$ cat config.mk
export PLATFORM = sky130hd
export DESIGN_NAME = three_phase_triangle_pwm_core
export DESIGN_NICKNAME = d
export VERILOG_FILES = /design/src/hdl/tpwm_pkg.sv /design/src/hdl/three_phase_triangle_pwm_core.sv /design/src/hdl/tpwm_mul.sv /design/src/hdl/tpwm_rem.sv
export SDC_FILE = /design/constraint.sdc
export NUM_CORES = 1
export LEC_CHECK = 0
export BUFFER_PORTS_ARGS = -buffer_cell sky130_fd_sc_hd__buf_2
export CELL_PAD_IN_SITES_DETAIL_PLACEMENT = 1
export CELL_PAD_IN_SITES_GLOBAL_PLACEMENT = 1
export CORE_MARGIN = 10
export CORE_UTILIZATION = 51
export DETAILED_ROUTE_END_ITERATION = 12
export GPL_TIMING_DRIVEN = 1
export PLACE_DENSITY_LB_ADDON = 0.1
export SYNTH_ARGS = -nofsm -noshare
export SYNTH_HDL_FRONTEND = slang
export SYNTH_SLANG_ARGS = --single-unit
$ cat constraint.sdc
create_clock -name aclk -period 10.1 [get_ports aclk]
set_input_delay 2.02 -clock aclk [delete_from_list [all_inputs] [get_ports aclk]]
set_output_delay 2.02 -clock aclk [all_outputs]
set_load 0.05 [all_outputs]
$ cat src/hdl/tpwm_pkg.sv
// ----------------------------------------------------------------------------
// tpwm_pkg
// Shared types, register indexes and helpers for the three-phase triangle
// carrier PWM core and its serial arithmetic units.
// ----------------------------------------------------------------------------
`default_nettype none

package tpwm_pkg;

    // configuration port
    localparam int CFG_INDEX_W = 2;
    localparam int CFG_DATA_W  = 24;

    localparam logic [CFG_INDEX_W-1:0] CFG_CARRIER_RATE = 2'd0;
    localparam logic [CFG_INDEX_W-1:0] CFG_BUS_VOLTAGE  = 2'd1;

    // field widths fixed by the interface
    localparam int RATE_W = 24;
    localparam int BUS_W  = 16;
    localparam int DUTY_W = 17;
    localparam int LINE_W = 17;

    // result tdata: 3 gates, 3 phase voltages, 3 line voltages, byte padded
    localparam int OUT_FIELDS_W = 3 + 3 * BUS_W + 3 * LINE_W;
    localparam int OUT_TDATA_W  = ((OUT_FIELDS_W + 7) / 8) * 8;

    // full-scale duty (100 percent)
    localparam logic [DUTY_W-1:0] DUTY_FULL = 17'h10000;

    // status of a serial arithmetic unit
    typedef struct packed {
        logic busy;
        logic done;
    } unit_stat_t;

    // clamp a duty to full scale
    function automatic logic [DUTY_W-1:0] sat_duty(input logic [DUTY_W-1:0] d);
        logic [DUTY_W-1:0] r;
        r = (d > DUTY_FULL) ? DUTY_FULL : d;
        return r;
    endfunction

endpackage

`default_nettype wire

$ cat src/hdl/three_phase_triangle_pwm_core.sv
// ----------------------------------------------------------------------------
// three_phase_triangle_pwm_core
// Three-phase PWM against a symmetric triangle carrier with a wrapping
// phase accumulator, gate compare, phase and line voltages.
// ----------------------------------------------------------------------------
// One item at a time. For an item with a nonzero interval and carrier rate,
// the phase advance interval*rate comes out of a bit-serial multiplier, one
// interval bit a cycle, and the substep rounding loss comes out of a
// bit-serial remainder divider, one product bit a cycle. An item with a zero
// interval or zero rate skips both units and goes straight to the finish
// state. A new item can be taken while the previous result still waits on
// the m_ side in the output register.
// Configuration writes are always ready and should only be issued while idle.
`default_nettype none

module three_phase_triangle_pwm_core #(
    parameter int PHASE_BITS          = 24,
    parameter int SUBSTEPS_PER_PERIOD = 8,
    parameter int INTERVAL_BITS       = 16
) (
    input  wire logic                                   aclk,
    input  wire logic                                   aresetn,
    // configuration
    input  wire logic                                   cfg_valid,
    output logic                                        cfg_ready,
    input  wire logic [tpwm_pkg::CFG_INDEX_W-1:0]       cfg_index,
    input  wire logic [tpwm_pkg::CFG_DATA_W-1:0]        cfg_data,
    // input items
    input  wire logic                                   s_tvalid,
    output logic                                        s_tready,
    // duty_a[16:0], duty_b[33:17], duty_c[50:34], interval[50+INTERVAL_BITS:51]
    input  wire logic [((51+INTERVAL_BITS+7)/8)*8-1:0]  s_tdata,
    // results
    output logic                                        m_tvalid,
    input  wire logic                                   m_tready,
    // gate_a[0], gate_b[1], gate_c[2], volt_a[18:3], volt_b[34:19],
    // volt_c[50:35], line_ab[67:51], line_bc[84:68], line_ca[101:85]
    output logic [tpwm_pkg::OUT_TDATA_W-1:0]            m_tdata
);

    localparam int DW    = tpwm_pkg::DUTY_W;
    localparam int BW    = tpwm_pkg::BUS_W;
    localparam int LW    = tpwm_pkg::LINE_W;
    localparam int RW    = tpwm_pkg::RATE_W;
    localparam int ADV_W = INTERVAL_BITS + RW;
    localparam int SCL_W = ADV_W + 7;
    localparam int STP_W = SCL_W - PHASE_BITS;
    localparam int CMP_W = DW + PHASE_BITS;

    localparam logic [1:0] ST_IDLE = 2'd0;
    localparam logic [1:0] ST_MUL  = 2'd1;
    localparam logic [1:0] ST_DIV  = 2'd2;
    localparam logic [1:0] ST_DONE = 2'd3;

    logic [1:0]              state_reg, state_next;
    logic [RW-1:0]           rate_reg;
    logic [BW-1:0]           bus_reg;
    logic [PHASE_BITS-1:0]   phase_reg, phase_next;
    logic [DW-1:0]           duty_a_reg, duty_b_reg, duty_c_reg;
    logic                    zero_reg;
    logic [ADV_W-1:0]        adv_reg;
    logic [STP_W-1:0]        steps_reg;
    logic                    m_tvalid_reg, m_tvalid_next;
    logic [tpwm_pkg::OUT_TDATA_W-1:0] m_tdata_reg, m_tdata_next;

    logic                    in_xfer;
    logic [INTERVAL_BITS-1:0] ival;
    logic                    in_zero;
    logic                    out_free;
    logic                    mul_start, div_start;
    logic [ADV_W-1:0]        adv;
    logic [STP_W-1:0]        rem;
    tpwm_pkg::unit_stat_t    mul_stat, div_stat;
    logic [SCL_W-1:0]        scaled;
    logic [STP_W-1:0]        steps_raw, steps;
    logic [PHASE_BITS:0]     tri_val;
    logic [CMP_W-1:0]        tri_cmp;
    logic                    ga, gb, gc;
    logic [BW-1:0]           va, vb, vc;
    logic [LW-1:0]           lab, lbc, lca;

    assign cfg_ready = 1'b1;
    assign s_tready  = (state_reg == ST_IDLE);
    assign in_xfer   = s_tvalid && s_tready;
    assign ival      = s_tdata[51 +: INTERVAL_BITS];
    assign in_zero   = (rate_reg == '0) || (ival == '0);
    assign out_free  = !m_tvalid_reg || m_tready;
    assign mul_start = in_xfer && !in_zero;
    assign div_start = (state_reg == ST_MUL) && mul_stat.done;

    // configuration registers
    always_ff @(posedge aclk) begin
        if (!aresetn) begin
            rate_reg <= '0;
            bus_reg  <= '0;
        end else if (cfg_valid && cfg_ready) begin
            case (cfg_index)
                tpwm_pkg::CFG_CARRIER_RATE: rate_reg <= cfg_data[RW-1:0];
                tpwm_pkg::CFG_BUS_VOLTAGE:  bus_reg  <= cfg_data[BW-1:0];
                default: ;
            endcase
        end
    end

    // phase advance interval * rate
    tpwm_mul #(
        .A_W (INTERVAL_BITS),
        .B_W (RW)
    ) u_mul (
        .aclk    (aclk),
        .aresetn (aresetn),
        .start   (mul_start),
        .op_a    (ival),
        .op_b    (rate_reg),
        .product (adv),
        .stat    (mul_stat)
    );

    // substep count: ceil(advance * substeps / period), at least one
    always_comb begin
        scaled    = SCL_W'(adv) * SCL_W'(SUBSTEPS_PER_PERIOD)
                  + SCL_W'((64'd1 << PHASE_BITS) - 64'd1);
        steps_raw = scaled[SCL_W-1:PHASE_BITS];
        steps     = (steps_raw == '0) ? STP_W'(1) : steps_raw;
    end

    // rounding loss: advance mod steps
    tpwm_rem #(
        .DVD_W (ADV_W),
        .DVS_W (STP_W)
    ) u_rem (
        .aclk      (aclk),
        .aresetn   (aresetn),
        .start     (div_start),
        .dividend  (adv),
        .divisor   (steps),
        .remainder (rem),
        .stat      (div_stat)
    );

    // triangle carrier, gate compare, phase and line voltages at the current phase
    always_comb begin
        tri_val = phase_reg[PHASE_BITS-1]
                ? ((PHASE_BITS+1)'(0) - {phase_reg, 1'b0})
                : {phase_reg, 1'b0};
        tri_cmp = {tri_val, 16'd0};
        ga  = !zero_reg && ({duty_a_reg, {PHASE_BITS{1'b0}}} > tri_cmp);
        gb  = !zero_reg && ({duty_b_reg, {PHASE_BITS{1'b0}}} > tri_cmp);
        gc  = !zero_reg && ({duty_c_reg, {PHASE_BITS{1'b0}}} > tri_cmp);
        va  = ga ? bus_reg : '0;
        vb  = gb ? bus_reg : '0;
        vc  = gc ? bus_reg : '0;
        lab = {1'b0, va} - {1'b0, vb};
        lbc = {1'b0, vb} - {1'b0, vc};
        lca = {1'b0, vc} - {1'b0, va};
    end

    // sequencer and result register
    always_comb begin
        state_next    = state_reg;
        phase_next    = phase_reg;
        m_tvalid_next = m_tvalid_reg;
        m_tdata_next  = m_tdata_reg;
        if (m_tvalid_reg && m_tready) begin
            m_tvalid_next = 1'b0;
        end
        case (state_reg)
            ST_IDLE: begin
                if (in_xfer) begin
                    state_next = in_zero ? ST_DONE : ST_MUL;
                end
            end
            ST_MUL: begin
                if (mul_stat.done) begin
                    state_next = ST_DIV;
                end
            end
            ST_DIV: begin
                if (div_stat.done) begin
                    phase_next = phase_reg + adv_reg[PHASE_BITS-1:0]
                               - PHASE_BITS'(rem);
                    state_next = ST_DONE;
                end
            end
            ST_DONE: begin
                if (out_free) begin
                    m_tvalid_next = 1'b1;
                    m_tdata_next  = tpwm_pkg::OUT_TDATA_W'({lca, lbc, lab, vc, vb, va,
                                                             gc, gb, ga});
                    state_next    = ST_IDLE;
                end
            end
            default: begin
                state_next = ST_IDLE;
            end
        endcase
    end

    // control state
    always_ff @(posedge aclk) begin
        if (!aresetn) begin
            state_reg    <= ST_IDLE;
            phase_reg    <= '0;
            m_tvalid_reg <= 1'b0;
        end else begin
            state_reg    <= state_next;
            phase_reg    <= phase_next;
            m_tvalid_reg <= m_tvalid_next;
        end
    end

    // item payload
    always_ff @(posedge aclk) begin
        m_tdata_reg <= m_tdata_next;
        if (in_xfer) begin
            duty_a_reg <= tpwm_pkg::sat_duty(s_tdata[16:0]);
            duty_b_reg <= tpwm_pkg::sat_duty(s_tdata[33:17]);
            duty_c_reg <= tpwm_pkg::sat_duty(s_tdata[50:34]);
            zero_reg   <= in_zero;
        end
        if (div_start) begin
            adv_reg   <= adv;
            steps_reg <= steps;
        end
    end

    assign m_tvalid = m_tvalid_reg;
    assign m_tdata  = m_tdata_reg;

`ifndef SYNTHESIS
    // multiplier finishes only while the sequencer waits on it
    a_mul_done_in_mul: assert property (@(posedge aclk) disable iff (!aresetn)
        mul_stat.done |-> state_reg == ST_MUL)
        else $error("multiplier done outside multiply state");

    // divider finishes only while the sequencer waits on it
    a_div_done_in_div: assert property (@(posedge aclk) disable iff (!aresetn)
        div_stat.done |-> state_reg == ST_DIV)
        else $error("divider done outside divide state");

    // rounding loss is always below the substep count
    a_rem_below_steps: assert property (@(posedge aclk) disable iff (!aresetn)
        div_stat.done |-> rem < steps_reg)
        else $error("remainder not below substep count");

    // carrier phase moves only when a remainder comes out
    a_phase_hold: assert property (@(posedge aclk) disable iff (!aresetn)
        !div_stat.done |=> phase_reg == $past(phase_reg))
        else $error("carrier phase changed without an advance");

    // a result is loaded only from the finish state
    a_result_from_done: assert property (@(posedge aclk) disable iff (!aresetn)
        $rose(m_tvalid) |-> $past(state_reg) == ST_DONE)
        else $error("result raised outside finish state");
`endif

endmodule

`default_nettype wire

$ cat src/hdl/tpwm_mul.sv
// ----------------------------------------------------------------------------
// tpwm_mul
// Shift-and-add multiplier: one multiplier bit per cycle, so only an
// operand-wide adder sits between registers.
// ----------------------------------------------------------------------------
`default_nettype none

module tpwm_mul #(
    parameter int A_W = 16,
    parameter int B_W = 24
) (
    input  wire logic                 aclk,
    input  wire logic                 aresetn,
    input  wire logic                 start,
    input  wire logic [A_W-1:0]       op_a,
    input  wire logic [B_W-1:0]       op_b,
    output logic [A_W+B_W-1:0]        product,
    output tpwm_pkg::unit_stat_t      stat
);

    localparam int CNT_W = $clog2(A_W + 1);

    logic [A_W+B_W-1:0] prod_reg, prod_next;
    logic [B_W-1:0]     mcand_reg, mcand_next;
    logic [CNT_W-1:0]   cnt_reg, cnt_next;
    logic               busy_reg, busy_next;
    logic               done_reg, done_next;
    logic [B_W:0]       sum;

    // one partial product per cycle, shifted right into the low half
    always_comb begin
        sum = {1'b0, prod_reg[A_W+B_W-1:A_W]}
            + (prod_reg[0] ? {1'b0, mcand_reg} : {(B_W+1){1'b0}});
        prod_next  = prod_reg;
        mcand_next = mcand_reg;
        cnt_next   = cnt_reg;
        busy_next  = busy_reg;
        done_next  = 1'b0;
        if (start) begin
            prod_next  = {{B_W{1'b0}}, op_a};
            mcand_next = op_b;
            cnt_next   = CNT_W'(A_W);
            busy_next  = 1'b1;
        end else if (busy_reg) begin
            prod_next = {sum, prod_reg[A_W-1:1]};
            cnt_next  = cnt_reg - CNT_W'(1);
            if (cnt_reg == CNT_W'(1)) begin
                busy_next = 1'b0;
                done_next = 1'b1;
            end
        end
    end

    // control
    always_ff @(posedge aclk) begin
        if (!aresetn) begin
            cnt_reg  <= '0;
            busy_reg <= 1'b0;
            done_reg <= 1'b0;
        end else begin
            cnt_reg  <= cnt_next;
            busy_reg <= busy_next;
            done_reg <= done_next;
        end
    end

    // datapath
    always_ff @(posedge aclk) begin
        prod_reg  <= prod_next;
        mcand_reg <= mcand_next;
    end

    assign product   = prod_reg;
    assign stat.busy = busy_reg;
    assign stat.done = done_reg;

endmodule

`default_nettype wire

$ cat src/hdl/tpwm_rem.sv
// ----------------------------------------------------------------------------
// tpwm_rem
// Restoring divider that keeps only the remainder: one dividend bit per
// cycle, one compare and subtract per step.
// ----------------------------------------------------------------------------
`default_nettype none

module tpwm_rem #(
    parameter int DVD_W = 40,
    parameter int DVS_W = 23
) (
    input  wire logic                 aclk,
    input  wire logic                 aresetn,
    input  wire logic                 start,
    input  wire logic [DVD_W-1:0]     dividend,
    input  wire logic [DVS_W-1:0]     divisor,
    output logic [DVS_W-1:0]          remainder,
    output tpwm_pkg::unit_stat_t      stat
);

    localparam int CNT_W = $clog2(DVD_W + 1);

    logic [DVD_W-1:0] dvd_reg, dvd_next;
    logic [DVS_W-1:0] dvs_reg, dvs_next;
    logic [DVS_W-1:0] rem_reg, rem_next;
    logic [CNT_W-1:0] cnt_reg, cnt_next;
    logic             busy_reg, busy_next;
    logic             done_reg, done_next;
    logic [DVS_W:0]   trial;
    logic [DVS_W:0]   diff;

    // shift in the next dividend bit, subtract when the divisor fits
    always_comb begin
        trial     = {rem_reg, dvd_reg[DVD_W-1]};
        diff      = trial - {1'b0, dvs_reg};
        dvd_next  = dvd_reg;
        dvs_next  = dvs_reg;
        rem_next  = rem_reg;
        cnt_next  = cnt_reg;
        busy_next = busy_reg;
        done_next = 1'b0;
        if (start) begin
            dvd_next  = dividend;
            dvs_next  = divisor;
            rem_next  = '0;
            cnt_next  = CNT_W'(DVD_W);
            busy_next = 1'b1;
        end else if (busy_reg) begin
            dvd_next = {dvd_reg[DVD_W-2:0], 1'b0};
            rem_next = (trial >= {1'b0, dvs_reg}) ? diff[DVS_W-1:0] : trial[DVS_W-1:0];
            cnt_next = cnt_reg - CNT_W'(1);
            if (cnt_reg == CNT_W'(1)) begin
                busy_next = 1'b0;
                done_next = 1'b1;
            end
        end
    end

    // control
    always_ff @(posedge aclk) begin
        if (!aresetn) begin
            cnt_reg  <= '0;
            busy_reg <= 1'b0;
            done_reg <= 1'b0;
        end else begin
            cnt_reg  <= cnt_next;
            busy_reg <= busy_next;
            done_reg <= done_next;
        end
    end

    // datapath
    always_ff @(posedge aclk) begin
        dvd_reg <= dvd_next;
        dvs_reg <= dvs_next;
        rem_reg <= rem_next;
    end

    assign remainder = rem_reg;
    assign stat.busy = busy_reg;
    assign stat.done = done_reg;

endmodule

`default_nettype wire
==> flow_summary.html <==
<table>
<tr><th>Metric</th><th>Value</th></tr>
<tr><th colspan="2">Place</th></tr>
<tr><td>Buffers on Ports</td><td>~200</td></tr>
<tr><td>Placed cell count</td><td>a little over 3000</td></tr>
<tr><td>Placer's final routability congestion estimate</td><td>slightly below 0.9</td></tr>
<tr><td>Post-detailed-placement half-perimeter wirelength</td><td>about 49 mm</td></tr>
<tr><th colspan="2">Timing</th></tr>
<tr><td>Worst-Margin Slew</td><td>1.20 ns</td></tr>
<tr><td>Clk_skew</td><td>0.0263 ns</td></tr>
<tr><td>Pins Over Slew Limit</td><td>0</td></tr>
<tr><td>Endpoints failing hold</td><td>0</td></tr>
<tr><td>Final clock period utilization by the worst path</td><td>around three quarters</td></tr>
<tr><td>Max-Slew Margin vs Limit</td><td>between 10% and 20%</td></tr>
<tr><td>TNS Setup</td><td>0 ns</td></tr>
<tr><td>Setup repair after global routing missed its margin</td><td>false</td></tr>
<tr><td>Final setup fails</td><td>0</td></tr>
<tr><td>Post-layout min period</td><td>roughly 7.5 ns</td></tr>
<tr><td>Highest clock frequency the design can meet</td><td>roughly 130 MHz</td></tr>
<tr><td>Hold Slack</td><td>~0.47 ns</td></tr>
<tr><th colspan="2">Layout</th></tr>
<tr><td>Nets@finish</td><td>2787</td></tr>
<tr><td>Commonest non-fill, non-tap cell in the layout</td><td>sky130_fd_sc_hd__nand2_1</td></tr>
<tr><td>Max reg flops</td><td>102</td></tr>
<tr><td>Cell Count, Final, Fillers Out</td><td>3124</td></tr>
<tr><td>Fin util</td><td>roughly three fifths</td></tr>
<tr><td>Layout area overhead</td><td>13.5%</td></tr>
<tr><td>Register area</td><td>between 0.01 and 0.015 sq mm</td></tr>
<tr><td>Number of fill cells in the layout</td><td>4967</td></tr>
<tr><td>Area of the multi-input gates</td><td>0.0112 sq mm</td></tr>
<tr><td>Fraction of layout instances using a drive strength above 1</td><td>about an eighth</td></tr>
<tr><td>Commonest cells after routing, fill and taps aside</td><td>sky130_fd_sc_hd__nand2_1, sky130_fd_sc_hd__edfxtp_1, sky130_fd_sc_hd__buf_2</td></tr>
<tr><th colspan="2">Logic synthesis</th></tr>
<tr><td>Per-instance average area after synthesis</td><td>roughly 10 sq um</td></tr>
<tr><td>Number of enable flip-flop cells after synthesis</td><td>278</td></tr>
<tr><td>Register bit total from synthesis</td><td>a little over 400</td></tr>
<tr><td>Post-synthesis cell area</td><td>around 0.023 sq mm</td></tr>
<tr><td>Dominant synthesized flop cell</td><td>sky130_fd_sc_hd__edfxtp_1</td></tr>
<tr><td>Async SR Flop Fraction</td><td>0%</td></tr>
<tr><td>Mapped Cells</td><td>2302</td></tr>
<tr><td>Synthesis warning total</td><td>0</td></tr>
<tr><td>Count of unique library cells instantiated by Yosys</td><td>78</td></tr>
<tr><td>Post-synthesis sequential area ratio</td><td>a little under half</td></tr>
<tr><th colspan="2">Power</th></tr>
<tr><td>Internal power</td><td>between 0.003 and 0.004 W</td></tr>
<tr><td>Switching share of total power</td><td>a little under two fifths</td></tr>
<tr><td>Net switching power</td><td>~0.0023 W</td></tr>
<tr><td>Proportion of power drawn by combinational gates</td><td>34.1%</td></tr>
<tr><td>Cell area power density</td><td>about 240 mW/mm^2</td></tr>
<tr><td>Maximum vdd drop</td><td>approximately 0.13 mV</td></tr>
<tr><td>Clock share of power</td><td>between 20% and 30%</td></tr>
<tr><td>Pleak</td><td>between 10 and 15 nW</td></tr>
<tr><td>Reg power frac</td><td>38.1%</td></tr>
<tr><th colspan="2">CTS</th></tr>
<tr><td>CTS Sinks</td><td>roughly 410</td></tr>
<tr><td>Clock Path Buffers</td><td>3</td></tr>
<tr><td>Hold Buf Count CTS</td><td>0</td></tr>
<tr><td>Clock-pin slew on the worst setup and hold paths</td><td>approximately 0.060 ns</td></tr>
<tr><td>Root buffer cell</td><td>sky130_fd_sc_hd__clkbuf_16</td></tr>
<tr><td>Clock tree from TritonCTS</td><td>done</td></tr>
<tr><td>Clock latency reported for the late side of the worst-skew pair</td><td>approximately 0.60 ns</td></tr>
<tr><td>Number of H-tree levels</td><td>2</td></tr>
<tr><td>Post-CTS Repair Setup Buffers</td><td>0</td></tr>
<tr><td>Number of cells upsized or downsized after cts</td><td>0</td></tr>
<tr><td>Inserted Clock Buffers</td><td>between 40 and 50</td></tr>
<tr><th colspan="2">Floorplanning</th></tr>
<tr><td>IO Count</td><td>210</td></tr>
<tr><td>Effective utilization at floorplan</td><td>between 50% and 60%</td></tr>
<tr><td>Die outline area</td><td>0.0541 sq mm</td></tr>
<tr><td>Floorplan die width</td><td>233 um</td></tr>
<tr><td>CORE AREA</td><td>between 0.04 and 0.05 sq mm</td></tr>
<tr><td>Height of the die</td><td>approximately 230 um</td></tr>
<tr><td>Num rows</td><td>a little under 80</td></tr>
<tr><th colspan="2">Worst setup path</th></tr>
<tr><td>Endpoint required time on the critical path</td><td>around 10 ns</td></tr>
<tr><td>Endpoint type of the worst setup path</td><td>flip-flop</td></tr>
<tr><td>Depth of the most critical reg-to-reg path</td><td>25</td></tr>
<tr><td>Crit Path Max Fanout</td><td>33</td></tr>
<tr><td>Arrival time worst endpoint</td><td>approximately 8 ns</td></tr>
<tr><td>Critical Setup Path Class</td><td>flip-flop to flip-flop</td></tr>
<tr><td>Startpoint class of the critical path</td><td>flip-flop</td></tr>
<tr><th colspan="2">Drt</th></tr>
<tr><td>Per-cell via count in the routed design</td><td>approximately 5.7</td></tr>
<tr><td>DRC violation total after the first TritonRoute iteration</td><td>983</td></tr>
<tr><td>ANT nets after route</td><td>0</td></tr>
<tr><td>Number of vias in the routed layout</td><td>17900</td></tr>
<tr><td>Post-detailed-route DRC marker count</td><td>0</td></tr>
<tr><td>Number of iterations in the first detailed-routing pass</td><td>5</td></tr>
<tr><td>Post-Route WL</td><td>slightly below 70 mm</td></tr>
<tr><td>Drt wl/cell</td><td>between 20 and 25 um</td></tr>
<tr><th colspan="2">GRT</th></tr>
<tr><td>Global-route usage over all layers</td><td>about a quarter</td></tr>
<tr><td>Vias in the first global route</td><td>a little under 20000</td></tr>
<tr><td>Overall overflow remaining after global route</td><td>0</td></tr>
<tr><td>Pin count of the biggest net entering global routing</td><td>93</td></tr>
<tr><td>First-pass GRT wire length</td><td>between 100 and 150 mm</td></tr>
<tr><td>Initial antenna violation count</td><td>4</td></tr>
<tr><th colspan="2">Run</th></tr>
<tr><td>Number of max-cap violations</td><td>0</td></tr>
<tr><th colspan="2">Outcome</th></tr>
<tr><td>Result of the run</td><td>finished clean</td></tr>
<tr><th colspan="2">Min path</th></tr>
<tr><td>Hold crit path type</td><td>flip-flop to flip-flop</td></tr>
<tr><td>Worst Hold Path Cells</td><td>0</td></tr>
</table>
==> final cells by class <==
cell class,instances,area share [%]
clock buffer,64,5.18
tap,592,2.83
timing repair buffer,214,4.22
inverter,169,2.42
clock inverter,22,0.866
antenna,1,0.00957
sequential,407,41.8
multi-input combinational,1655,42.7
==> critical path: stages (launching register included) <==
cell and delay (ns):
sky130_fd_sc_hd__dfxtp_1 0.35, sky130_fd_sc_hd__nor4_4 0.56, sky130_fd_sc_hd__nand4_2 0.30, sky130_fd_sc_hd__or2_2 0.40
sky130_fd_sc_hd__or4_1 0.54, sky130_fd_sc_hd__nor3_1 0.26, sky130_fd_sc_hd__nand2b_1 0.16, sky130_fd_sc_hd__xnor2_1 0.14
sky130_fd_sc_hd__ha_1 0.33, sky130_fd_sc_hd__nand3_1 0.09, sky130_fd_sc_hd__nor2_1 0.14, sky130_fd_sc_hd__nand2_1 0.09
sky130_fd_sc_hd__nor3_2 0.17, sky130_fd_sc_hd__a221oi_2 0.12, sky130_fd_sc_hd__a21oi_4 0.80, sky130_fd_sc_hd__nand2_1 0.28
sky130_fd_sc_hd__ha_1 0.35, sky130_fd_sc_hd__nor2b_1 0.13, sky130_fd_sc_hd__o21ai_0 0.28, sky130_fd_sc_hd__a21boi_0 0.24
sky130_fd_sc_hd__o211ai_1 0.34, sky130_fd_sc_hd__a21oi_1 0.14, sky130_fd_sc_hd__o31ai_1 0.50, sky130_fd_sc_hd__o211ai_1 0.21
sky130_fd_sc_hd__a21oi_1 0.20, sky130_fd_sc_hd__xnor2_1 0.08
==> power groups by stage <==
stage | Clock [W] | Sequential [W] | Combinational (W)
floorplan | 0 | 0.00238 | 0.00155
CTS | 0.00178 | 0.00240 | 0.00214
global placement | 0 | 0.00242 | 0.00199
detailed placement | 0 | 0.00243 | 0.00211
finish | 0.00175 | 0.00240 | 0.00215
global route | 0.00184 | 0.00243 | 0.00239
==> synthesized netlist by cell type (all sizes together) (29+ instances only) <==
cell    instances  area (sq um)
nor2          102           383
edfxtp        278          8350
dfxtp         129          2580
xnor2         108           980
inv           167           627
nand2         421          1580
nor4           40           265
nor2b          73           457
xor2           32           280
nor3           37           205
a21oi          84           454
a21boi         53           398
nand3          29           145
o21ai          88           440
and2          101           632
ha            163          2040
clkbuf         55           206
==> final timing paths <==
path / from / end / slack (ns)
worst max-delay path: phase_reg[3] / m_tdata[83] / 2.62
worst min-delay path: rate_reg[16] / u_mul.mcand_reg[16] / 0.47
worst max register to register: phase_reg[3] / m_tdata[83] / 2.62
worst min register to register: rate_reg[16] / u_mul.mcand_reg[16] / 0.47
==> routing by layer <==
| layer | part of all wire, % | global-route usage [%] | vias to the layer above | routed length [um] |
|---|---|---|---|---|
| met5 | 0.031 | 0 | - | 21 |
| met4 | 3.7 | 9.43 | 4 | 2480 |
| met3 | 4.6 | 4.78 | 130 | 3130 |
| met2 | 51 | 44.0 | 358 | 34000 |
| met1 | 41 | 28.8 | 8962 | 27600 |
| li1 | - | - | 8448 | - |
==> logic make-up after synthesis <==
family          synth area share [%]
compound gates                  11.8
simple gates                    18.4
mux                            0.787
flops                           47.4
xor+xnor                        5.47
buf+inv                         4.18
fa+ha+maj                       11.8
other cells                   0.0326
==> through the flow <==
stage	instance area (sq um)	worst slack, ns	power, W
after floorplan	23000	2.92	0.00393
after global placement	24600	3.12	0.00441
after detailed placement	24600	2.68	0.00454
after CTS	26200	2.63	0.00633
after global routing	26200	2.15	0.00666
final	26200	2.62	0.00630
(Power assumes the default switching activity.)
